File: config.mk
export PLATFORM = sky130hd
export DESIGN_NAME = rmssd_hrv_window_flat
export DESIGN_NICKNAME = d
export VERILOG_FILES = /design/src/rtl/rhv_pkg.sv /design/src/rtl/rhv_if.sv /design/src/rtl/rmssd_hrv_window.sv /design/src/rtl/rhv_ram.sv /design/src/rtl/rhv_fifo.sv /design/src/rtl/rhv_front.sv /design/src/rtl/rhv_back.sv /design/src/flat_wrapper.sv
export SDC_FILE = /design/constraint.sdc
export NUM_CORES = 2
export LEC_CHECK = 0
export BUFFER_PORTS_ARGS = -buffer_cell sky130_fd_sc_hd__buf_2
export CAP_MARGIN = 20
export CORE_MARGIN = 2
export CORE_UTILIZATION = 25
export DETAILED_ROUTE_END_ITERATION = 6
export PLACE_DENSITY = 0.48
export SYNTH_ARGS = -nofsm -noshare
export SYNTH_HDL_FRONTEND = slang
export SYNTH_SLANG_ARGS = --single-unit
File: constraint.sdc
create_clock -name clk -period 10.1 [get_ports clk]
set_clock_uncertainty 0.15 [all_clocks]
set_input_delay 1.01 -clock clk [delete_from_list [all_inputs] [get_ports clk]]
set_output_delay 1.01 -clock clk [all_outputs]
set_load 0.01 [all_outputs]
File: src/rtl/rhv_pkg.sv
// Package: shared constants, types and codes of the RMSSD window block.
package rhv_pkg;

    localparam int WINDOW     = 32;
    localparam int IBI_W      = 16;
    localparam int SAMPLE_W   = 12;
    localparam int LIMIT_W    = 8;
    localparam int RMSSD_W    = 8;
    localparam int ZONE_W     = 2;
    localparam int RMSSD_MAX  = 255;

    localparam int IDX_W      = $clog2(WINDOW);
    localparam int CNT_W      = $clog2(WINDOW + 1);
    localparam int SQ_W       = 2 * SAMPLE_W;
    localparam int SUM_W      = SQ_W + $clog2(WINDOW);
    localparam int DIVISOR    = WINDOW - 1;
    localparam int ROOT_W     = (SUM_W + 1) / 2;
    localparam int RT2_W      = 2 * ROOT_W;
    localparam int STEP_W     = $clog2(SUM_W + 1);

    // divide by DIVISOR: multiply by ceil(2^DIV_SHIFT / DIVISOR), keep bits above DIV_SHIFT
    localparam int DIV_SHIFT  = SUM_W + $clog2(DIVISOR);
    localparam int MAGIC_W    = SUM_W + 1;
    localparam int PROD_W     = SUM_W + MAGIC_W;
    localparam logic [MAGIC_W-1:0] DIV_MAGIC =
        MAGIC_W'(((64'd1 << DIV_SHIFT) + 64'(DIVISOR - 1)) / 64'(DIVISOR));

    localparam int FIFO_DEPTH = 2;

    localparam int REG_IDX_W  = 2;
    localparam int ADDR_W     = REG_IDX_W + 2;
    localparam int DATA_W     = 32;

    localparam logic [SAMPLE_W-1:0] IBI_MIN_RST        = 12'd300;
    localparam logic [SAMPLE_W-1:0] IBI_MAX_RST        = 12'd2000;
    localparam logic [LIMIT_W-1:0]  LOW_LIMIT_RST      = 8'd5;
    localparam logic [LIMIT_W-1:0]  MODERATE_LIMIT_RST = 8'd15;

    typedef enum logic [REG_IDX_W-1:0] {
        REG_IBI_MIN        = 2'd0,
        REG_IBI_MAX        = 2'd1,
        REG_LOW_LIMIT      = 2'd2,
        REG_MODERATE_LIMIT = 2'd3
    } reg_idx_t;

    typedef enum logic [ZONE_W-1:0] {
        ZONE_LOW      = 2'd0,
        ZONE_MODERATE = 2'd1,
        ZONE_GOOD     = 2'd2
    } zone_t;

    typedef struct packed {
        logic [SAMPLE_W-1:0] ibi_min;
        logic [SAMPLE_W-1:0] ibi_max;
        logic [LIMIT_W-1:0]  low_limit;
        logic [LIMIT_W-1:0]  moderate_limit;
    } cfg_t;

    typedef struct packed {
        logic                keep;
        logic [SAMPLE_W-1:0] sample;
    } queue_item_t;

    typedef enum logic [2:0] {
        BK_IDLE = 3'd0,
        BK_WALK = 3'd1,
        BK_DIV  = 3'd2,
        BK_ROOT = 3'd3,
        BK_FIN  = 3'd4,
        BK_DONE = 3'd5
    } back_state_t;

endpackage

File: src/rtl/rhv_if.sv
// Interfaces: interval input channel and RMSSD result channel.
interface rhv_in_if;
    import rhv_pkg::*;

    logic             valid;
    logic             ready;
    logic [IBI_W-1:0] interval_ms;

    modport source (output valid, output interval_ms, input ready);
    modport sink (input valid, input interval_ms, output ready);
endinterface

interface rhv_out_if;
    import rhv_pkg::*;

    logic               valid;
    logic               ready;
    logic [RMSSD_W-1:0] rmssd_value;
    logic [ZONE_W-1:0]  hrv_zone;
    logic               reading_valid;

    modport source (output valid, output rmssd_value, output hrv_zone, output reading_valid,
                    input ready);
    modport sink (input valid, input rmssd_value, input hrv_zone, input reading_valid,
                  output ready);
endinterface

File: src/rtl/rmssd_hrv_window.sv
// RMSSD heart-rate-variability window: top level with the configuration registers.
//
// ibi carries one inter-beat interval (ms) per transaction; res returns one
// transaction per input: the current RMSSD (saturated at 255), its zone and a
// flag that is set once a full window of samples has produced a reading.
// Intervals outside [ibi_min, ibi_max] leave the state alone and just repeat
// the current values. The APB port holds ibi_min, ibi_max, low_limit and
// moderate_limit at byte addresses 0, 4, 8 and 12; write them while idle.
// A rejected interval, or one taken before the window is full, goes straight
// to the result step. With a full window a kept interval runs a walk over
// the ring RAM, a reciprocal multiply for the divide by WINDOW-1, a
// bit-serial square root and the zone/result steps.
// One item is in the back end at a time; a two-entry queue lets ibi keep
// accepting during a recompute. The result sits in an output register; a
// stalled receiver holds the back end at its final step, and ibi stops only
// once the queue is full. Reset clears the ring pointers, the reading and
// the registers to their defaults; no clearing pass runs, since ring entries
// are read only after being written.
module rmssd_hrv_window (
    input  logic                        clk,
    input  logic                        rst_n,
    rhv_in_if.sink                      ibi,
    rhv_out_if.source                   res,
    input  logic                        psel,
    input  logic                        penable,
    input  logic                        pwrite,
    input  logic [rhv_pkg::ADDR_W-1:0]  paddr,
    input  logic [rhv_pkg::DATA_W-1:0]  pwdata,
    output logic [rhv_pkg::DATA_W-1:0]  prdata,
    output logic                        pready
);
    import rhv_pkg::*;

    cfg_t        cfg_reg;
    reg_idx_t    reg_idx;
    logic        cfg_write;
    logic        q_full;
    logic        q_push;
    queue_item_t push_item;
    logic        q_pop;
    logic        q_valid;
    queue_item_t pop_item;

    assign pready    = 1'b1;
    assign reg_idx   = reg_idx_t'(paddr[ADDR_W-1:2]);
    assign cfg_write = psel && penable && pwrite && pready;

    always_ff @(posedge clk or negedge rst_n)
    begin
        if (!rst_n)
        begin
            cfg_reg.ibi_min        <= IBI_MIN_RST;
            cfg_reg.ibi_max        <= IBI_MAX_RST;
            cfg_reg.low_limit      <= LOW_LIMIT_RST;
            cfg_reg.moderate_limit <= MODERATE_LIMIT_RST;
        end
        else if (cfg_write)
        begin
            case (reg_idx)
                REG_IBI_MIN:        cfg_reg.ibi_min        <= pwdata[SAMPLE_W-1:0];
                REG_IBI_MAX:        cfg_reg.ibi_max        <= pwdata[SAMPLE_W-1:0];
                REG_LOW_LIMIT:      cfg_reg.low_limit      <= pwdata[LIMIT_W-1:0];
                REG_MODERATE_LIMIT: cfg_reg.moderate_limit <= pwdata[LIMIT_W-1:0];
                default:            cfg_reg                <= cfg_reg;
            endcase
        end
    end

    always_comb
    begin
        case (reg_idx)
            REG_IBI_MIN:        prdata = DATA_W'(cfg_reg.ibi_min);
            REG_IBI_MAX:        prdata = DATA_W'(cfg_reg.ibi_max);
            REG_LOW_LIMIT:      prdata = DATA_W'(cfg_reg.low_limit);
            REG_MODERATE_LIMIT: prdata = DATA_W'(cfg_reg.moderate_limit);
            default:            prdata = '0;
        endcase
    end

    rhv_front u_front (
        .cfg    (cfg_reg),
        .ibi    (ibi),
        .q_full (q_full),
        .q_push (q_push),
        .q_item (push_item)
    );

    rhv_fifo u_fifo (
        .clk       (clk),
        .rst_n     (rst_n),
        .push      (q_push),
        .push_item (push_item),
        .full      (q_full),
        .pop       (q_pop),
        .pop_valid (q_valid),
        .pop_item  (pop_item)
    );

    rhv_back u_back (
        .clk     (clk),
        .rst_n   (rst_n),
        .q_valid (q_valid),
        .q_item  (pop_item),
        .q_pop   (q_pop),
        .cfg     (cfg_reg),
        .res     (res)
    );
endmodule

File: src/rtl/rhv_ram.sv
// Generic single-write, single-read RAM with registered read data.
module rhv_ram #(
    parameter int WIDTH = 8,
    parameter int DEPTH = 16
) (
    input  logic                     clk,
    input  logic                     we,
    input  logic [$clog2(DEPTH)-1:0] waddr,
    input  logic [WIDTH-1:0]         wdata,
    input  logic [$clog2(DEPTH)-1:0] raddr,
    output logic [WIDTH-1:0]         rdata
);
    logic [WIDTH-1:0] mem [DEPTH];
    logic [WIDTH-1:0] rdata_reg;

    always_ff @(posedge clk)
    begin
        if (we)
        begin
            mem[waddr] <= wdata;
        end
        rdata_reg <= mem[raddr];
    end

    assign rdata = rdata_reg;
endmodule

File: src/rtl/rhv_fifo.sv
// Short queue between the classifying front end and the compute back end.
module rhv_fifo (
    input  logic                 clk,
    input  logic                 rst_n,
    input  logic                 push,
    input  rhv_pkg::queue_item_t push_item,
    output logic                 full,
    input  logic                 pop,
    output logic                 pop_valid,
    output rhv_pkg::queue_item_t pop_item
);
    import rhv_pkg::*;

    localparam int PTR_W  = (FIFO_DEPTH > 1) ? $clog2(FIFO_DEPTH) : 1;
    localparam int FCNT_W = $clog2(FIFO_DEPTH + 1);

    queue_item_t       entry_reg [FIFO_DEPTH];
    logic [PTR_W-1:0]  wr_ptr_reg;
    logic [PTR_W-1:0]  rd_ptr_reg;
    logic [FCNT_W-1:0] count_reg;
    logic              do_push;
    logic              do_pop;

    assign full      = (count_reg == FCNT_W'(FIFO_DEPTH));
    assign pop_valid = (count_reg != '0);
    assign pop_item  = entry_reg[rd_ptr_reg];
    assign do_push   = push && !full;
    assign do_pop    = pop && pop_valid;

    always_ff @(posedge clk or negedge rst_n)
    begin
        if (!rst_n)
        begin
            wr_ptr_reg <= '0;
            rd_ptr_reg <= '0;
            count_reg  <= '0;
        end
        else
        begin
            if (do_push)
            begin
                wr_ptr_reg <= (wr_ptr_reg == PTR_W'(FIFO_DEPTH - 1)) ? '0 : wr_ptr_reg + 1'b1;
            end
            if (do_pop)
            begin
                rd_ptr_reg <= (rd_ptr_reg == PTR_W'(FIFO_DEPTH - 1)) ? '0 : rd_ptr_reg + 1'b1;
            end
            if (do_push && !do_pop)
            begin
                count_reg <= count_reg + 1'b1;
            end
            else if (do_pop && !do_push)
            begin
                count_reg <= count_reg - 1'b1;
            end
        end
    end

    always_ff @(posedge clk)
    begin
        if (do_push)
        begin
            entry_reg[wr_ptr_reg] <= push_item;
        end
    end
endmodule

File: src/rtl/rhv_front.sv
// Front end: takes interval transactions and tags each as kept or out of range.
module rhv_front (
    input  rhv_pkg::cfg_t        cfg,
    rhv_in_if.sink               ibi,
    input  logic                 q_full,
    output logic                 q_push,
    output rhv_pkg::queue_item_t q_item
);
    import rhv_pkg::*;

    logic above_min;
    logic below_max;

    assign above_min = (ibi.interval_ms >= IBI_W'(cfg.ibi_min));
    assign below_max = (ibi.interval_ms <= IBI_W'(cfg.ibi_max));

    assign ibi.ready     = !q_full;
    assign q_push        = ibi.valid && !q_full;
    assign q_item.keep   = above_min && below_max;
    // a kept interval never exceeds ibi_max, so the low bits carry it whole
    assign q_item.sample = ibi.interval_ms[SAMPLE_W-1:0];
endmodule

File: src/rtl/rhv_back.sv
// Back end: ring update, squared-difference walk, divide, square root, zone, result register.
module rhv_back (
    input  logic                 clk,
    input  logic                 rst_n,
    input  logic                 q_valid,
    input  rhv_pkg::queue_item_t q_item,
    output logic                 q_pop,
    input  rhv_pkg::cfg_t        cfg,
    rhv_out_if.source            res
);
    import rhv_pkg::*;

    localparam int OPX_W = RT2_W + 1;

    back_state_t         state_reg;
    back_state_t         state_next;

    logic [IDX_W-1:0]    head_reg;
    logic [CNT_W-1:0]    fill_reg;
    logic [IDX_W-1:0]    addr_reg;
    logic [CNT_W-1:0]    issue_reg;
    logic                rd_v_reg;
    logic                rd_first_reg;
    logic                sq_v_reg;
    logic [SAMPLE_W-1:0] prev_reg;
    logic [SQ_W-1:0]     sq_reg;
    logic [SUM_W-1:0]    sum_reg;
    logic [STEP_W-1:0]   step_reg;
    logic [RT2_W-1:0]    res_reg;
    logic [RT2_W-1:0]    one_reg;

    logic [RMSSD_W-1:0]  last_rmssd_reg;
    zone_t               last_zone_reg;
    logic                have_reg;

    logic                out_valid_reg;
    logic [RMSSD_W-1:0]  out_rmssd_reg;
    zone_t               out_zone_reg;
    logic                out_have_reg;

    logic                ram_we;
    logic                issue;
    logic                out_load;
    logic                go_walk;
    logic                walk_done;
    logic [SAMPLE_W-1:0] ram_q;
    logic [IDX_W-1:0]    head_inc;
    logic [IDX_W-1:0]    addr_inc;
    logic [SAMPLE_W-1:0] diff;
    logic [PROD_W-1:0]   div_prod;
    logic [OPX_W-1:0]    rt_op;
    logic [OPX_W-1:0]    rt_trial;
    logic                rt_ge;
    logic [RMSSD_W-1:0]  rmssd_sat;
    zone_t               zone_new;

    rhv_ram #(
        .WIDTH (SAMPLE_W),
        .DEPTH (WINDOW)
    ) u_ram (
        .clk   (clk),
        .we    (ram_we),
        .waddr (head_reg),
        .wdata (q_item.sample),
        .raddr (addr_reg),
        .rdata (ram_q)
    );

    assign head_inc  = (head_reg == IDX_W'(WINDOW - 1)) ? '0 : head_reg + 1'b1;
    assign addr_inc  = (addr_reg == IDX_W'(WINDOW - 1)) ? '0 : addr_reg + 1'b1;
    assign go_walk   = q_item.keep && (fill_reg >= CNT_W'(WINDOW - 1));
    assign walk_done = (issue_reg == CNT_W'(WINDOW)) && !rd_v_reg && !sq_v_reg;

    assign diff      = (ram_q >= prev_reg) ? ram_q - prev_reg : prev_reg - ram_q;

    // divide by the fixed WINDOW-1 as a multiply by its rounded-up reciprocal
    assign div_prod  = PROD_W'(sum_reg) * PROD_W'(DIV_MAGIC);

    // digit-by-digit square root, one root bit per cycle
    assign rt_op     = OPX_W'(sum_reg);
    assign rt_trial  = OPX_W'(res_reg) + OPX_W'(one_reg);
    assign rt_ge     = (rt_op >= rt_trial);

    assign rmssd_sat = (res_reg > RT2_W'(RMSSD_MAX)) ? RMSSD_W'(RMSSD_MAX)
                                                     : res_reg[RMSSD_W-1:0];

    always_comb
    begin
        if (rmssd_sat < cfg.low_limit)
        begin
            zone_new = ZONE_LOW;
        end
        else if (rmssd_sat <= cfg.moderate_limit)
        begin
            zone_new = ZONE_MODERATE;
        end
        else
        begin
            zone_new = ZONE_GOOD;
        end
    end

    // next state
    always_comb
    begin
        state_next = state_reg;
        case (state_reg)
            BK_IDLE:
            begin
                if (q_valid)
                begin
                    state_next = go_walk ? BK_WALK : BK_DONE;
                end
            end
            BK_WALK:
            begin
                if (walk_done)
                begin
                    state_next = BK_DIV;
                end
            end
            BK_DIV:
            begin
                state_next = BK_ROOT;
            end
            BK_ROOT:
            begin
                if (step_reg == STEP_W'(ROOT_W - 1))
                begin
                    state_next = BK_FIN;
                end
            end
            BK_FIN:
            begin
                state_next = BK_DONE;
            end
            BK_DONE:
            begin
                if (!out_valid_reg || res.ready)
                begin
                    state_next = BK_IDLE;
                end
            end
            default:
            begin
                state_next = BK_IDLE;
            end
        endcase
    end

    // state outputs
    always_comb
    begin
        q_pop    = 1'b0;
        ram_we   = 1'b0;
        issue    = 1'b0;
        out_load = 1'b0;
        case (state_reg)
            BK_IDLE:
            begin
                q_pop  = q_valid;
                ram_we = q_valid && q_item.keep;
            end
            BK_WALK:
            begin
                issue = (issue_reg != CNT_W'(WINDOW));
            end
            BK_DONE:
            begin
                out_load = !out_valid_reg || res.ready;
            end
            default:
            begin
                q_pop = 1'b0;
            end
        endcase
    end

    always_ff @(posedge clk or negedge rst_n)
    begin
        if (!rst_n)
        begin
            state_reg      <= BK_IDLE;
            head_reg       <= '0;
            fill_reg       <= '0;
            issue_reg      <= '0;
            rd_v_reg       <= 1'b0;
            sq_v_reg       <= 1'b0;
            step_reg       <= '0;
            last_rmssd_reg <= '0;
            last_zone_reg  <= ZONE_LOW;
            have_reg       <= 1'b0;
            out_valid_reg  <= 1'b0;
        end
        else
        begin
            state_reg <= state_next;
            rd_v_reg  <= issue;
            sq_v_reg  <= rd_v_reg && !rd_first_reg;
            step_reg  <= (state_next != state_reg) ? '0 : step_reg + 1'b1;
            if (ram_we)
            begin
                head_reg <= head_inc;
                if (fill_reg != CNT_W'(WINDOW))
                begin
                    fill_reg <= fill_reg + 1'b1;
                end
            end
            if (q_pop)
            begin
                issue_reg <= '0;
            end
            else if (issue)
            begin
                issue_reg <= issue_reg + 1'b1;
            end
            if (state_reg == BK_FIN)
            begin
                last_rmssd_reg <= rmssd_sat;
                last_zone_reg  <= zone_new;
                have_reg       <= 1'b1;
            end
            if (out_load)
            begin
                out_valid_reg <= 1'b1;
            end
            else if (res.ready)
            begin
                out_valid_reg <= 1'b0;
            end
        end
    end

    always_ff @(posedge clk)
    begin
        if (issue)
        begin
            addr_reg     <= addr_inc;
            rd_first_reg <= (issue_reg == '0);
        end
        if (rd_v_reg)
        begin
            prev_reg <= ram_q;
            sq_reg   <= SQ_W'(diff) * SQ_W'(diff);
        end
        if (out_load)
        begin
            out_rmssd_reg <= last_rmssd_reg;
            out_zone_reg  <= last_zone_reg;
            out_have_reg  <= have_reg;
        end
        case (state_reg)
            BK_IDLE:
            begin
                // oldest sample sits at the slot after the one just written
                addr_reg <= head_inc;
                sum_reg  <= '0;
            end
            BK_WALK:
            begin
                if (sq_v_reg)
                begin
                    sum_reg <= sum_reg + SUM_W'(sq_reg);
                end
                res_reg <= '0;
                one_reg <= RT2_W'(1) << (RT2_W - 2);
            end
            BK_DIV:
            begin
                sum_reg <= SUM_W'(div_prod[PROD_W-1:DIV_SHIFT]);
            end
            BK_ROOT:
            begin
                if (rt_ge)
                begin
                    sum_reg <= SUM_W'(rt_op - rt_trial);
                    res_reg <= (res_reg >> 1) + one_reg;
                end
                else
                begin
                    res_reg <= res_reg >> 1;
                end
                one_reg <= one_reg >> 2;
            end
            default:
            begin
                one_reg <= one_reg;
            end
        endcase
    end

    assign res.valid         = out_valid_reg;
    assign res.rmssd_value   = out_rmssd_reg;
    assign res.hrv_zone      = out_zone_reg;
    assign res.reading_valid = out_have_reg;
endmodule

File: src/flat_wrapper.sv
// flat-port wrapper written by rule: the top's interface ports become plain ports
module rmssd_hrv_window_flat import rhv_pkg::*;
  (clk, rst_n, psel, penable, pwrite, paddr, pwdata, prdata, pready, ibi_valid, ibi_interval_ms, ibi_ready, res_valid, res_rmssd_value, res_hrv_zone, res_reading_valid, res_ready);
  rhv_in_if ibi_i ();
  rhv_out_if res_i ();
  input  logic clk;
  input  logic rst_n;
  input  logic psel;
  input  logic penable;
  input  logic pwrite;
  input  logic [rhv_pkg::ADDR_W-1:0] paddr;
  input  logic [rhv_pkg::DATA_W-1:0] pwdata;
  output logic [rhv_pkg::DATA_W-1:0] prdata;
  output logic pready;
  input wire logic [$bits(ibi_i.valid)-1:0] ibi_valid;
  input wire logic [$bits(ibi_i.interval_ms)-1:0] ibi_interval_ms;
  output wire logic [$bits(ibi_i.ready)-1:0] ibi_ready;
  output wire logic [$bits(res_i.valid)-1:0] res_valid;
  output wire logic [$bits(res_i.rmssd_value)-1:0] res_rmssd_value;
  output wire logic [$bits(res_i.hrv_zone)-1:0] res_hrv_zone;
  output wire logic [$bits(res_i.reading_valid)-1:0] res_reading_valid;
  input wire logic [$bits(res_i.ready)-1:0] res_ready;
  assign ibi_i.valid = ibi_valid;
  assign ibi_i.interval_ms = ibi_interval_ms;
  assign ibi_ready = ibi_i.ready;
  assign res_valid = res_i.valid;
  assign res_rmssd_value = res_i.rmssd_value;
  assign res_hrv_zone = res_i.hrv_zone;
  assign res_reading_valid = res_i.reading_valid;
  assign res_i.ready = res_ready;
  rmssd_hrv_window u_core (.clk(clk), .rst_n(rst_n), .ibi(ibi_i), .res(res_i), .psel(psel), .penable(penable), .pwrite(pwrite), .paddr(paddr), .pwdata(pwdata), .prdata(prdata), .pready(pready));
endmodule
==> impl_metrics.csv <==
group,metric,value,unit
status,status,"complete, no violations",
placed_design,dp_hpwl,72.1,mm
logic_synthesis,yosysWarnings,0,
timing,worst_pin_slew,1020,ps
logic_synthesis,ys_types,90,
clock_network,clockRootBuffer,"clkbuf_16",
clock_network,ctsHoldBuffers,0,
timing,min_period,8430,ps
clock_network,cts_num_sinks,631,
clock_network,clk_latency,640,ps
timing,fin_crit_sh,83.4,%
timing,max_freq,119,MHz
global_routing,antenna_found_initial,0,
timing,hold_viol,0,
clock_network,cts_setup_buffers,0,
timing,finalSetupViolations,0,
logic_synthesis,async_flop_share,13.2,%
final_layout,largest_reg_flops,384,
placed_design,gp_congestion,0.787,
final_layout,num-nets-final,4273,
logic_synthesis,synth-edff-count,536,
worst_setup_path,reg2reg_from,"u_core.u_back.prev_reg[0]",
placed_design,pre_cts_slack,1520,ps
routing,vias,26000,
logic_synthesis,yosysTopAreaCellShare,39.0,%
routing,routed_wl,98.9,mm
worst_setup_path,startpoint_type,"flop",
clock_network,clockBufferDepth,3,
timing,setup_tns,0,ps
global_routing,grt_max_degree,108,
floorplan,start_util,25.1,%
routing,drtAntennaViolNets,0,
logic_synthesis,avgSynthCellArea,11.8,um2
floorplan,fp.dieW,410,um
routing,drcViolationCount,0,
logic_synthesis,ys.flop_type,"edfxtp_1",
final_layout,utilization,28.3,%
placed_design,portBuffers,61,
logic_synthesis,syn_area,41200,um2
clock_network,post_cts_resized,0,
worst_setup_path,max_stage_delay,570,ps
routing,wl_per_cell,16.9,um
final_layout,syn2layout_area_growth,12.9,%
timing,relSlewSlack,31.2,%
clock_network,clk_pin_slew,60,ps
worst_setup_path,path_max_fanout,17,
floorplan,std_cell_rows,149,
run,maxCapViolCount,0,
worst_setup_path,worst-r2r-setup-slack,1670,ps
worst_setup_path,crit_start,"u_core.u_back.prev_reg[0]",
global_routing,gr-total-overflow,0,
clock_network,cts_tree,"built",
clock_network,numCtsBuffers,72,
final_layout,drive_above_1_share,10.4,%
logic_synthesis,synth.most_common_cell,"edfxtp_1",
clock_network,cts_max_level,3,
routing,via_per_inst,4.45,
routing,drt_iter0_drc,1393,
logic_synthesis,yosysSeqAreaShare,44.7,%
worst_setup_path,endpoint_kind,"flop",
logic_synthesis,synthTopCellsByArea,"edfxtp_1 39%, ha_1 14%, fa_1 8.1%",
worst_hold_path,hp-class,"in2async",
routing,drt_first_pass_iters,5,
worst_setup_path,setup.worst_path.end,"u_core.u_back.sq_reg[23]",
floorplan,dieArea,168000,um2
floorplan,core,164000,um2
worst_setup_path,required,10320,ps
timing,rsz0062_at_grt,"false",
worst_setup_path,r2r.worst_path.cells,26,
global_routing,grt_pass1_wl,155,mm
worst_setup_path,path_common_cell,"fa_1",
global_routing,grt.total_usage,11.7,%
timing,worst_slack,1670,ps
worst_setup_path,crit_type,"reg2reg",
timing,slew_violations,0,
logic_synthesis,synth.cells.most_frequent,"536 x edfxtp_1, 450 x ha_1, 379 x inv_1",
logic_synthesis,synth_top_area_cell,"edfxtp_1",
worst_setup_path,arrival,8650,ps
logic_synthesis,syn_inst,3509,
placed_design,place_inst,5712,
floorplan,die_y,410,um
worst_setup_path,critical-path-slowest-cell,"ha_1",
final_layout,stdcell_count,5844,
worst_setup_path,r2r-end,"u_core.u_back.sq_reg[23]",
global_routing,first_global_vias,26700,
floorplan,ios,105,
logic_synthesis,synth.ff_latch_count,631,
cell usage in the layout, fill, tap and decap left out, types with 30 or more instances in the layout:
cell type and count:
edfxtp_1 536, ha_1 450, inv_1 379, nor2_1 273
nand2_1 247, fa_1 166, o21ai_0 157, a21oi_1 118
mux2i_1 111, xnor2_1 97, clkbuf_16 72, dfrtp_1 66
xor2_1 62, buf_2 60, a21o_1 58, buf_4 57
mux4_2 56, mux2_2 42, nand3_1 40, o221ai_1 39
a211oi_1 32, nand2b_1 32, o22ai_1 30, clkbuf_1 30
logic make-up after synthesis:
family | Yosys count | synth area share, %
AND/OR/NAND/NOR | 786 | 8.79
flip-flops | 631 | 44.7
adder cells (fa/ha/maj) | 616 | 21.7
AO/OA/AOI/OAI | 597 | 9.46
buffers and inverters | 505 | 4.87
multiplexers | 211 | 6.96
XOR/XNOR | 161 | 3.50
other | 2 | 0.0182
per-layer routing:
layer / track usage, % / vias up / share of wire, %
li1: - / 12700 / -
met1: 15.5 / 12900 / 47
met2: 20.3 / 264 / 49
met3: 1.31 / 104 / 2.4
met4: 2.88 / 0 / 2.0
met5: 0 / - / 0
area by class of cell:
cell class | count | area (um2)
Inverter | 383 | 1440
Multi-Input combinational cell | 2392 | 20900
Tap cell | 2189 | 2740
Timing Repair Buffer | 118 | 748
Sequential cell | 631 | 18400
Antenna cell | 1 | 2.50
Clock buffer | 110 | 2020
Clock inverter | 20 | 249
Fill cell | 17100 | 118000
how the worst min path moves through the flow:
stage,slack (ps),end
floorplan,230,u_core.u_back.sq_v_reg
global placement,230,u_core.u_back.sq_v_reg
detailed placement,250,u_core.u_back.sq_v_reg
CTS,30,u_core.cfg_reg[35]
global route,50,u_core.cfg_reg[35]
finish,70,u_core.cfg_reg[34]
worst max-delay path: cells and delay by family, from the launching register on:
kind | cells | cell delay [ps]
buffers and inverters | 4 | 390
XOR/XNOR | 2 | 660
flip-flops | 1 | 350
AND/OR/NAND/NOR | 4 | 570
AO/OA/AOI/OAI | 8 | 2200
adder cells (fa/ha/maj) | 7 | 3450
multiplexers | 1 | 380
stage by stage:
stage                     area [um2]  hold slack [ps]
after floorplan                41300              228
after CTS                      46500             32.2
after global routing           46500             46.0
after detailed placement       44300              245
after global placement         44200              232
final                          46500             70.4
Power is left out: the tool's default activity adds up to more than one toggle a clock period on the data nets, which glitch-free logic cannot reach.
